`src/rtl/hfn_pkg.sv`:
```
`timescale 1ns / 1ps

package hfn_pkg;

   localparam int HFN_STEM_LEN = 5;
   localparam int HFN_HASH_LEN = 3;

   localparam int FILL_LEN = 4;
   localparam int EXT_LEN  = 3;

   localparam logic [15:0] HASH_INIT  = 16'h811C;
   localparam logic [15:0] HASH_PRIME = 16'h0193;

   localparam logic [7:0] CHAR_SLASH = 8'h2F;
   localparam logic [7:0] CHAR_DOT   = 8'h2E;

   function automatic logic [7:0] to_upper(input logic [7:0] b);
      logic [7:0] r;
      r = b;
      if (b >= 8'h61 && b <= 8'h7A) begin
         r = b - 8'h20;
      end
      return r;
   endfunction

   function automatic logic is_kept(input logic [7:0] u);
      return (u >= 8'h41 && u <= 8'h5A) || (u >= 8'h30 && u <= 8'h39) ||
             (u == 8'h5F) || (u == 8'h2D);
   endfunction

   function automatic logic [7:0] digit_char(input logic [4:0] v);
      logic [7:0] r;
      if (v < 5'd10) begin
         r = 8'h30 + {3'b000, v};
      end else begin
         r = 8'h37 + {3'b000, v};
      end
      return r;
   endfunction

   function automatic logic [7:0] fill_char(input logic [1:0] idx);
      logic [7:0] r;
      case (idx)
         2'd0:    r = 8'h46;
         2'd1:    r = 8'h49;
         2'd2:    r = 8'h4C;
         default: r = 8'h45;
      endcase
      return r;
   endfunction

   function automatic logic [7:0] ext_char(input logic disk, input logic [1:0] idx);
      logic [7:0] r;
      case (idx)
         2'd0:    r = disk ? 8'h44 : 8'h50;
         2'd1:    r = disk ? 8'h38 : 8'h52;
         default: r = disk ? 8'h31 : 8'h47;
      endcase
      return r;
   endfunction

endpackage

```
`src/rtl/hfn_req_if.sv`:
```
`timescale 1ns / 1ps

interface hfn_req_if;
   logic       valid;
   logic       ready;
   logic [7:0] path_char;
   logic       end_of_path;
   logic       is_disk_image;

   modport source (output valid, output path_char, output end_of_path,
                   output is_disk_image, input ready);
   modport sink   (input valid, input path_char, input end_of_path,
                   input is_disk_image, output ready);
endinterface

```
`src/rtl/hfn_rsp_if.sv`:
```
`timescale 1ns / 1ps

interface hfn_rsp_if;
   logic       valid;
   logic       ready;
   logic [7:0] out_char;
   logic       last_char;

   modport source (output valid, output out_char, output last_char, input ready);
   modport sink   (input valid, input out_char, input last_char, output ready);
endinterface

```
`src/rtl/hfn_track.sv`:
```
`timescale 1ns / 1ps

module hfn_track
   import hfn_pkg::*;
#(
   parameter int STEM_LEN = HFN_STEM_LEN,
   localparam int CNT_W = $clog2(STEM_LEN + 1)
) (
   input  logic             clock,
   input  logic             reset,
   input  logic             byte_en,
   input  logic             clear,
   input  logic [7:0]       path_byte,
   output logic [15:0]      name_hash,
   output logic [CNT_W-1:0] sel_count,
   output logic [7:0]       sel_chars [STEM_LEN]
);

   logic [15:0]      hash_ff;
   logic [15:0]      hash_in;
   logic [CNT_W-1:0] stem_count_ff;
   logic [CNT_W-1:0] saved_count_ff;
   logic             dot_seen_ff;
   logic             at_start_ff;
   logic [7:0]       stem_ff  [STEM_LEN];
   logic [7:0]       saved_ff [STEM_LEN];

   logic       is_slash;
   logic       is_dot;
   logic [7:0] upper;
   logic       keep;
   logic       take_dot;

   assign hash_in  = 16'((hash_ff ^ {8'h00, path_byte}) * HASH_PRIME);
   assign is_slash = (path_byte == CHAR_SLASH);
   assign is_dot   = (path_byte == CHAR_DOT);
   assign upper    = to_upper(path_byte);
   assign keep     = !is_dot && is_kept(upper) && (stem_count_ff < CNT_W'(STEM_LEN));
   assign take_dot = is_dot && !at_start_ff;

   always_ff @(posedge clock) begin
      if (reset || clear) begin
         hash_ff        <= HASH_INIT;
         stem_count_ff  <= '0;
         saved_count_ff <= '0;
         dot_seen_ff    <= 1'b0;
         at_start_ff    <= 1'b1;
      end else if (byte_en) begin
         hash_ff <= hash_in;
         if (is_slash) begin
            stem_count_ff  <= '0;
            saved_count_ff <= '0;
            dot_seen_ff    <= 1'b0;
            at_start_ff    <= 1'b1;
         end else begin
            if (take_dot) begin
               saved_count_ff <= stem_count_ff;
               dot_seen_ff    <= 1'b1;
            end else if (keep) begin
               stem_count_ff <= stem_count_ff + CNT_W'(1);
            end
            at_start_ff <= 1'b0;
         end
      end
   end

   always_ff @(posedge clock) begin
      if (byte_en && !is_slash) begin
         for (int i = 0; i < STEM_LEN; i++) begin
            if (take_dot) begin
               saved_ff[i] <= stem_ff[i];
            end else if (keep && stem_count_ff == CNT_W'(i)) begin
               stem_ff[i] <= upper;
            end
         end
      end
   end

   assign name_hash = hash_ff;
   assign sel_count = dot_seen_ff ? saved_count_ff : stem_count_ff;

   always_comb begin
      for (int i = 0; i < STEM_LEN; i++) begin
         sel_chars[i] = dot_seen_ff ? saved_ff[i] : stem_ff[i];
      end
   end

endmodule

```
`src/rtl/hashed_short_file_name.sv`:
```
`timescale 1ns / 1ps
// hashed short file name generator
// req_ch carries one path byte per word; a word with end_of_path set closes
// the path and selects the extension through is_disk_image.
// rsp_ch returns the short name one character per word: stem (or FILE),
// HASH_LEN base-32 hash digits low bits first, a dot, then D81 or PRG;
// last_char marks the final character.
// path bytes: one word per cycle, each folded into the hash and stem
// registers, no result words.
// end word: the name is loaded into the output shift buffer and the first
// character is valid the next cycle; the name, HASH_LEN+5 to
// max(STEM_LEN,4)+HASH_LEN+4 characters, drains at one character per cycle
// while the receiver is ready. path bytes of the next name are taken while the
// buffer drains; a second end word waits until the buffer is empty.
// reset: synchronous, clears the hash and stem state and empties the output
// buffer. when the receiver stalls, the current character holds and the buffer
// does not advance.

module hashed_short_file_name
   import hfn_pkg::*;
#(
   parameter int STEM_LEN = HFN_STEM_LEN,
   parameter int HASH_LEN = HFN_HASH_LEN
) (
   input  logic    clock,
   input  logic    reset,
   hfn_req_if.sink   req_ch,
   hfn_rsp_if.source rsp_ch
);

   localparam int CNT_W     = $clog2(STEM_LEN + 1);
   localparam int MAX_STEM  = (STEM_LEN > FILL_LEN) ? STEM_LEN : FILL_LEN;
   localparam int TAIL_LEN  = HASH_LEN + 1 + EXT_LEN;
   localparam int MAX_OUT   = MAX_STEM + TAIL_LEN;
   localparam int OUT_LEN_W = $clog2(MAX_OUT + 1);

   logic             req_take;
   logic             byte_en;
   logic             end_take;
   logic             rsp_take;
   logic [15:0]      name_hash;
   logic [CNT_W-1:0] sel_count;
   logic [7:0]       sel_chars [STEM_LEN];

   logic [7:0]           tail [TAIL_LEN];
   logic [OUT_LEN_W-1:0] slen;
   logic [OUT_LEN_W-1:0] load_len;
   logic [7:0]           load_chars [MAX_OUT];

   logic [7:0]           buf_ff [MAX_OUT];
   logic [OUT_LEN_W-1:0] left_ff;

   assign req_ch.ready = (left_ff == '0) || !req_ch.end_of_path;
   assign req_take     = req_ch.valid && req_ch.ready;
   assign byte_en      = req_take && !req_ch.end_of_path;
   assign end_take     = req_take && req_ch.end_of_path;
   assign rsp_take     = rsp_ch.valid && rsp_ch.ready;

   hfn_track #(
      .STEM_LEN (STEM_LEN)
   ) u_track (
      .clock     (clock),
      .reset     (reset),
      .byte_en   (byte_en),
      .clear     (end_take),
      .path_byte (req_ch.path_char),
      .name_hash (name_hash),
      .sel_count (sel_count),
      .sel_chars (sel_chars)
   );

   // hash digits, dot and extension
   always_comb begin
      for (int k = 0; k < TAIL_LEN; k++) begin
         if (k < HASH_LEN) begin
            tail[k] = digit_char(name_hash[5*k +: 5]);
         end else if (k == HASH_LEN) begin
            tail[k] = CHAR_DOT;
         end else begin
            tail[k] = ext_char(req_ch.is_disk_image, 2'(k - HASH_LEN - 1));
         end
      end
   end

   assign slen     = (sel_count == '0) ? OUT_LEN_W'(FILL_LEN) : OUT_LEN_W'(sel_count);
   assign load_len = slen + OUT_LEN_W'(TAIL_LEN);

   // place the tail right after the stem
   always_comb begin
      for (int p = 0; p < MAX_OUT; p++) begin
         load_chars[p] = 8'h00;
         if (p < STEM_LEN && sel_count != '0 && OUT_LEN_W'(p) < slen) begin
            load_chars[p] = sel_chars[(p < STEM_LEN) ? p : 0];
         end
         if (p < FILL_LEN && sel_count == '0) begin
            load_chars[p] = fill_char(2'(p));
         end
         for (int j = 0; j < TAIL_LEN; j++) begin
            if (p >= j && OUT_LEN_W'(p - j) == slen) begin
               load_chars[p] = tail[j];
            end
         end
      end
   end

   always_ff @(posedge clock) begin
      if (reset) begin
         left_ff <= '0;
      end else if (end_take) begin
         left_ff <= load_len;
      end else if (rsp_take) begin
         left_ff <= left_ff - OUT_LEN_W'(1);
      end
   end

   always_ff @(posedge clock) begin
      if (end_take) begin
         for (int i = 0; i < MAX_OUT; i++) begin
            buf_ff[i] <= load_chars[i];
         end
      end else if (rsp_take) begin
         for (int i = 0; i < MAX_OUT - 1; i++) begin
            buf_ff[i] <= buf_ff[i+1];
         end
      end
   end

   assign rsp_ch.valid     = (left_ff != '0);
   assign rsp_ch.out_char  = buf_ff[0];
   assign rsp_ch.last_char = (left_ff == OUT_LEN_W'(1));

   a_end_loads: assert property (@(posedge clock) disable iff (reset)
      end_take |=> rsp_ch.valid)
      else $error("name not loaded after end word");

   a_end_idle: assert property (@(posedge clock) disable iff (reset)
      end_take |-> !rsp_ch.valid)
      else $error("end word taken while buffer busy");

   a_drain_on: assert property (@(posedge clock) disable iff (reset)
      (rsp_take && !rsp_ch.last_char) |=> rsp_ch.valid)
      else $error("name ended before last character");

   a_drain_off: assert property (@(posedge clock) disable iff (reset)
      (rsp_take && rsp_ch.last_char) |=> !rsp_ch.valid)
      else $error("word after last character");

endmodule
```
`src/flat_wrapper.sv`:
```
// flat-port wrapper written by rule: the top's interface ports become plain ports
module hashed_short_file_name_flat import hfn_pkg::*;
#(
   parameter int STEM_LEN = HFN_STEM_LEN,
   parameter int HASH_LEN = HFN_HASH_LEN
)
  (clock, reset, req_ch_valid, req_ch_path_char, req_ch_end_of_path, req_ch_is_disk_image, req_ch_ready, rsp_ch_valid, rsp_ch_out_char, rsp_ch_last_char, rsp_ch_ready);
  hfn_req_if req_ch_i ();
  hfn_rsp_if rsp_ch_i ();
  input  logic clock;
  input  logic reset;
  input wire logic [$bits(req_ch_i.valid)-1:0] req_ch_valid;
  input wire logic [$bits(req_ch_i.path_char)-1:0] req_ch_path_char;
  input wire logic [$bits(req_ch_i.end_of_path)-1:0] req_ch_end_of_path;
  input wire logic [$bits(req_ch_i.is_disk_image)-1:0] req_ch_is_disk_image;
  output wire logic [$bits(req_ch_i.ready)-1:0] req_ch_ready;
  output wire logic [$bits(rsp_ch_i.valid)-1:0] rsp_ch_valid;
  output wire logic [$bits(rsp_ch_i.out_char)-1:0] rsp_ch_out_char;
  output wire logic [$bits(rsp_ch_i.last_char)-1:0] rsp_ch_last_char;
  input wire logic [$bits(rsp_ch_i.ready)-1:0] rsp_ch_ready;
  assign req_ch_i.valid = req_ch_valid;
  assign req_ch_i.path_char = req_ch_path_char;
  assign req_ch_i.end_of_path = req_ch_end_of_path;
  assign req_ch_i.is_disk_image = req_ch_is_disk_image;
  assign req_ch_ready = req_ch_i.ready;
  assign rsp_ch_valid = rsp_ch_i.valid;
  assign rsp_ch_out_char = rsp_ch_i.out_char;
  assign rsp_ch_last_char = rsp_ch_i.last_char;
  assign rsp_ch_i.ready = rsp_ch_ready;
  hashed_short_file_name #(.STEM_LEN(STEM_LEN), .HASH_LEN(HASH_LEN)) u_core (.clock(clock), .reset(reset), .req_ch(req_ch_i), .rsp_ch(rsp_ch_i));
endmodule
```
`config.mk`:
```
export PLATFORM = sky130hd
export DESIGN_NAME = hashed_short_file_name_flat
export DESIGN_NICKNAME = d
export VERILOG_FILES = /design/src/rtl/hfn_pkg.sv /design/src/rtl/hfn_req_if.sv /design/src/rtl/hfn_rsp_if.sv /design/src/rtl/hfn_track.sv /design/src/rtl/hashed_short_file_name.sv /design/src/flat_wrapper.sv
export SDC_FILE = /design/constraint.sdc
export NUM_CORES = 1
export LEC_CHECK = 0
export BUFFER_PORTS_ARGS = -buffer_cell sky130_fd_sc_hd__buf_2
export CAP_MARGIN = 10
export CORE_MARGIN = 2
export CORE_UTILIZATION = 52
export CTS_CLUSTER_SIZE = 28
export DETAILED_ROUTE_END_ITERATION = 10
export PLACE_DENSITY = 0.68
export SYNTH_ARGS = -nofsm -noshare
export SYNTH_HDL_FRONTEND = slang
export SYNTH_SLANG_ARGS = --single-unit
```
`constraint.sdc`:
```
create_clock -name clock -period 14.5 [get_ports clock]
set_input_delay 1.45 -clock clock [delete_from_list [all_inputs] [get_ports clock]]
set_output_delay 1.45 -clock clock [all_outputs]
set_load 0.005 [all_outputs]
```
==> results.toml, run 1 <==
[outcome]
status = "finished, final reports clean"

[sta]
slew_headroom = 0.135
min_period_ns = 5.14
fin_crit_sh = 0.354
rsz0062_at_grt = "no"
whs_ns = 0.456
drv_slew = 0
setup_viol = 0
tightest_slew_ns = 1.29
setup_tns_ns = 0
fmaxAchievable_mhz = 195
hold_viol = 0
skew_ns = 0.0176

[clocking]
root_buffer = "clkbuf_16"
postCtsHoldBufs = 0
cts.clk_slew.worst_paths_ns = 0.09
clock-sinks = 196
cts_resized = 0
postCtsSetupBuffers = 0
tritoncts = "built"
numCtsBuffers = 17
insertion_delay_ns = 0.46
clock_path_buffers = 2
htreeDepth = 4

[logic_synthesis]
yosysTopAreaCellShare = 0.425
synth-edff-count = 169
synth_cells = 1164
ys_warn_count = 0
synth_commonest_cells = "169 x edfxtp_1, 110 x nand2_1, 90 x a21oi_1"
synthArstFlopShare = 0
ys_ff_latch = 196
syn-num-nets = 1265
synthFlopType = "edfxtp_1"
synth.most_common_cell = "edfxtp_1"
syn_avg_cell_area_um2 = 10.3
yosys.area.top_type = "edfxtp_1"
synth_area_leaders = "edfxtp_1 42%, ha_1 6.9%, dfxtp_1 4.5%"
syn_area_mm2 = 0.0119
ys_seq_area_frac = 0.470
ys_types = 78

[layout]
diodes = 0
fin_nets = 1243
drive_above_1_share = 0.0926
area_delta_synth_final_pct = 7.52
instances_no_fill = 1440

[route]
antenna_left = 0
drt_iter0_markers = 1221
vias_per_cell = 6.42
routed_wl_um = 32600
routedWlPerCell_um = 22.7
firstDrtPassIters = 6
drc_errors = 0
vias = 9240

[placement]
dp_cells = 1408
place.gp.congestion = 0.975
buffer_ports.inserted = 24
hpwl_um = 22500

[global_routing]
globalRouteTotalUtil = 0.274
overflow = 0
antenna_found_initial = 0
grt_pass1_vias = 8729
grt_pass1_wl_um = 50600
grt_max_degree = 83

[setup_path]
critPathMaxFanout = 16
cpPeakStageDelay_ns = 0.54
crit_required_ns = 14.84
cp-start-kind = "input pin"
arrival_ns = 5.47
cp_common_cell = "ha_1"
critPathSlowestCell = "fa_1"
path_cells = "buf_2 > xor2_1 > ha_1 > ha_1 > inv_1 > fa_1 > fa_1 > inv_1 > ha_1 > nand3_1 > o2111ai_1 > a2111o_1 > a31oi_1 > nor3b_1 > nor3_1"
end_kind = "register"
path_class = "input pin to register"

[floorplanning]
row_count = 55
dieArea_mm2 = 0.0242
initial_core_util = 0.529
core_mm2 = 0.0226
ioPinCount = 25
die_h_um = 156
die_w_um = 156

[power_and_ir_drop]
leakagePower_nw = 4.79
p_per_area_mw_per_mm2 = 229
ir_drop_uv = 175

[job]
maxCapViolCount = 0

[min_path]
hold_path_class = "register to register"
[worst paths after layout]
check,end,startpoint,slack (ns),depth (start not counted)
worst min register to register,u_core.u_track.saved_ff[0][6],u_core.u_track.stem_ff[0][6],0.46,0
worst max-delay path,u_core.u_track.name_hash[13],req_ch_path_char[0],9.36,15
worst min-delay path,u_core.u_track.saved_ff[0][6],u_core.u_track.stem_ff[0][6],0.46,0
worst max register to register,u_core.buf_ff[0][50],u_core.u_track.dot_seen_ff,9.66,11
[per-layer routing]
metal,GRT usage,up-vias,routed length (um)
li1,-,4257,-
met1,0.396,4369,14400
met2,0.411,530,14200
met3,0.0608,84,3090
met4,0.0917,0,947
met5,0,-,0
[through the flow]
step	power, mW	setup WS [ns]	cell area, um^2	utilization
6_report	2.94	9.36	12800	0.569
4_1_cts	2.93	9.37	12800	0.569
3_5_place_dp	2.41	8.94	12200	0.540
2_1_floorplan	2.04	7.72	11900	-
5_1_grt	3.16	9.11	12800	0.569
3_3_place_gp	2.38	9.02	12200	0.540
[state kept, by name, indices dropped and copies added, names as in the netlist]
register / count
u_core.buf_ff: 89
u_core.left_ff: 4
u_core.u_track.at_start_ff: 1
u_core.u_track.dot_seen_ff: 1
u_core.u_track.name_hash: 15
u_core.u_track.saved_count_ff: 3
u_core.u_track.saved_ff: 40
u_core.u_track.stem_count_ff: 3
u_core.u_track.stem_ff: 40
[kinds of logic after synthesis]
group / synth area share
compound gates: 0.188
simple gates: 0.117
flops: 0.470
buf+inv: 0.0587
fa+ha+maj: 0.104
mux: 0.0371
xor+xnor: 0.0249
[area by class of cell]
type / count / area, um^2
fill: 1971 / 9730
tap: 285 / 357
inverter: 89 / 334
multi-input combinational: 802 / 5670
clock inverter: 15 / 230
timing repair buffer: 36 / 210
clock buffer: 17 / 425
sequential: 196 / 5620
[layout by cell type (no fill, tap or decap), types with 15 or more instances in the layout]
cell type / n
o22ai_1: 15
a21oi_1: 90
nand3_1: 23
xnor2_1: 21
nor2_1: 83
ha_1: 65
mux2i_1: 33
buf_2: 24
edfxtp_1: 169
a221oi_1: 16
nand2_1: 108
o211ai_1: 16
nor3_1: 22
o21ai_0: 64
clkbuf_16: 17
dfxtp_1: 26
inv_1: 86
a211oi_1: 18
fa_1: 21
[worst max-delay path, delay by kind of cell]
kind | cells | cell delay [ns]
XOR/XNOR | 1 | 0.34
adder cells (fa/ha/maj) | 5 | 2.02
buffers and inverters | 3 | 0.39
AND/OR/NAND/NOR | 3 | 0.45
AO/OA/AOI/OAI | 3 | 0.82
[power by group]
part / switching [mW] / total [mW] / internal, mW
sequential: 0.0691 / 0.895 / 0.826
clock: 0.275 / 0.522 / 0.248
combinational: 0.933 / 1.52 / 0.590
total: 1.28 / 2.94 / 1.66
No activity file was read; power rests on OpenSTA's default activity.
==> run 2, diff against run 1 <==
--- a/config.mk
+++ b/config.mk
@@ -11,7 +11,7 @@
 export CORE_UTILIZATION = 52
 export CTS_CLUSTER_SIZE = 28
 export DETAILED_ROUTE_END_ITERATION = 10
-export PLACE_DENSITY = 0.68
+export PLACE_DENSITY = 0.71
 export SYNTH_ARGS = -nofsm -noshare
 export SYNTH_HDL_FRONTEND = slang
 export SYNTH_SLANG_ARGS = --single-unit
==> constraint.sdc (replaced) <==
create_clock -name clock -period 4.6 [get_ports clock]
set_input_delay 0.46 -clock clock [delete_from_list [all_inputs] [get_ports clock]]
set_output_delay 0.46 -clock clock [all_outputs]
set_load 0.005 [all_outputs]
==> run 2 against run 1 <==
Effect of this change:
- first-iteration DRC count is 16% higher
- hold slack worse by 0.20 ns
- cell count is 1.5% higher
- critical path depth is 1 higher
- routed wire length is 3.3% higher
- sequential power grew to 3.1 times the previous value
- combinational power grew to 3.3 times the previous value
- critical endpoint is now u_core.u_track.name_hash[12]
- largest power group unchanged
==> results.toml, run 2 (synthesis results as in run 1) <==
[route]
drt-met1-wl_um = 14000
drc_errors = 0
antenna_left = 0
firstDrtPassIters = 6
routedWlPerCell_um = 23.1
top_layer = "met4"
wl_met3_um = 3350
vias_per_cell = 6.47
vias = 9458
routed_wl_um = 33700
drt_iter0_markers = 1416
route.met2.wl_um = 15000

[global_routing]
overflow = 0
antenna_found_initial = 0
globalRouteTotalUtil = 0.282
grt_max_degree = 49
grt_pass1_wl_um = 51800
grt_pass1_vias = 8878

[setup_path]
crit_family = "adder cells"
crit_required_ns = 4.98
cp-start-kind = "register"
crit_buf_inv = 4
critPathMaxFanout = 10
arrival_ns = 4.73
cp_common_cell = "inv_1"
path_class = "register to register"
crit_start = "u_core.u_track.name_hash[2]"
cpPeakStageDelay_ns = 0.59
critPathSlowestCell = "fa_1"
end_kind = "register"
timing.rr.start = "u_core.u_track.name_hash[2]"
path_cells = "xor2_1 > ha_1 > inv_1 > fa_1 > inv_1 > fa_1 > inv_1 > fa_1 > inv_1 > ha_1 > a21oi_1 > nor2b_1 > a311oi_1 > xnor2_1 > nand2_1 > a21oi_1"

[sta]
fin_crit_sh = 0.946
slew_headroom = 0.137
skew_ns = 0.0172
worst_slack_ns = 0.248
rsz0062_at_grt = "no"
setup_tns_ns = 0
fmaxAchievable_mhz = 230
tightest_slew_ns = 1.26
min_period_ns = 4.35
hold_viol = 0
drv_slew = 0
whs_ns = 0.252
setup_viol = 0

[layout]
largest_register_ffs = 89
area_delta_synth_final_pct = 9.04
final_common_cell = "edfxtp_1"
final_area_mm2 = 0.0130
regMostFlops = "u_core.buf_ff"
post-route-util = 0.577
largestRegisters = "u_core.buf_ff: 89 flops, u_core.u_track.saved_ff: 40 flops, u_core.u_track.stem_ff: 40 flops"
diodes = 0
final_cell_mix = "169 x edfxtp_1, 108 x nand2_1, 90 x a21oi_1"
instances_no_fill = 1461
drive_above_1_share = 0.111
fin_nets = 1264
n_fill_cell = 1945

[clocking]
postCtsSetupBuffers = 0
postCtsHoldBufs = 0
htreeDepth = 4
tritoncts = "built"
clock_path_buffers = 2
insertion_delay_ns = 0.46
clock-sinks = 196
cts.clk_slew.worst_paths_ns = 0.09
root_buffer = "clkbuf_16"
numCtsBuffers = 17

[placement]
dp_slack_ns = 0.220
hpwl_um = 24500
dpl_cell_area_mm2 = 0.0124
dp_cells = 1429
buffer_ports.inserted = 24
place.gp.congestion = 0.968

[floorplanning]
die_h_um = 156
ioPinCount = 25
row_count = 55
initial_core_util = 0.529
die_w_um = 156
dieArea_mm2 = 0.0242
core_mm2 = 0.0226

[power_and_ir_drop]
leakagePower_nw = 4.89
finalPower_mw = 9.42
ir_drop_uv = 942
p_per_area_mw_per_mm2 = 723

[job]
maxCapViolCount = 0

[min_path]
hp-start = "reset"
hold_path_class = "input pin to register"

[outcome]
status = "finished, final reports clean"
run 2: changes by cell type in the layout (fill, tap and decap cells not counted):
cell | before | now
clkinv_8 | 4 | 6
nor4_4 | 0 | 1
nor4_2 | 1 | 0
inv_16 | 3 | 0
xor2_1 | 13 | 11
inv_6 | 2 | 1
inv_8 | 2 | 4
buf_4 | 12 | 31
xor2_2 | 0 | 2
inv_12 | 4 | 2
clkinvlp_4 | 0 | 1
buf_12 | 0 | 2
clkbuf_8 | 0 | 1
run 2: where the power goes:
part | internal (mW) | total, mW | switching (mW)
clock | 0.765 | 1.57 | 0.802
combinational | 1.95 | 5.05 | 3.10
sequential | 2.59 | 2.80 | 0.207
run 2: path summary, 6_finish.rpt:
check,to,slack (ns),cells past startpoint
worst max-delay path,u_core.u_track.name_hash[12],0.25,16
worst min-delay path,u_core.left_ff[3],0.25,2
worst min register to register,u_core.u_track.saved_ff[0][35],0.46,0
worst max register to register,u_core.u_track.name_hash[12],0.25,16
run 2: what timing repair did:
item	4_1_cts	5_1_grt
endpoints found under the hold margin	0	0
gates resized for setup	0	2
endpoints found under the setup margin	0	2
run 2: layer usage:
metal	track usage	vias to the layer above
met2	0.424	544
met5	0	-
met3	0.0531	114
met1	0.403	4486
met4	0.120	0
li1	-	4314
run 2: layout make-up:
cell class	count	area [um^2]	area share
multi-input cells	802	5690	0.437
flip-flops and latches	196	5620	0.431
clock buffers	18	439	0.0337
repair buffers	57	393	0.0302
well taps	285	357	0.0274
inverters	89	334	0.0257
clock inverters	14	191	0.0147
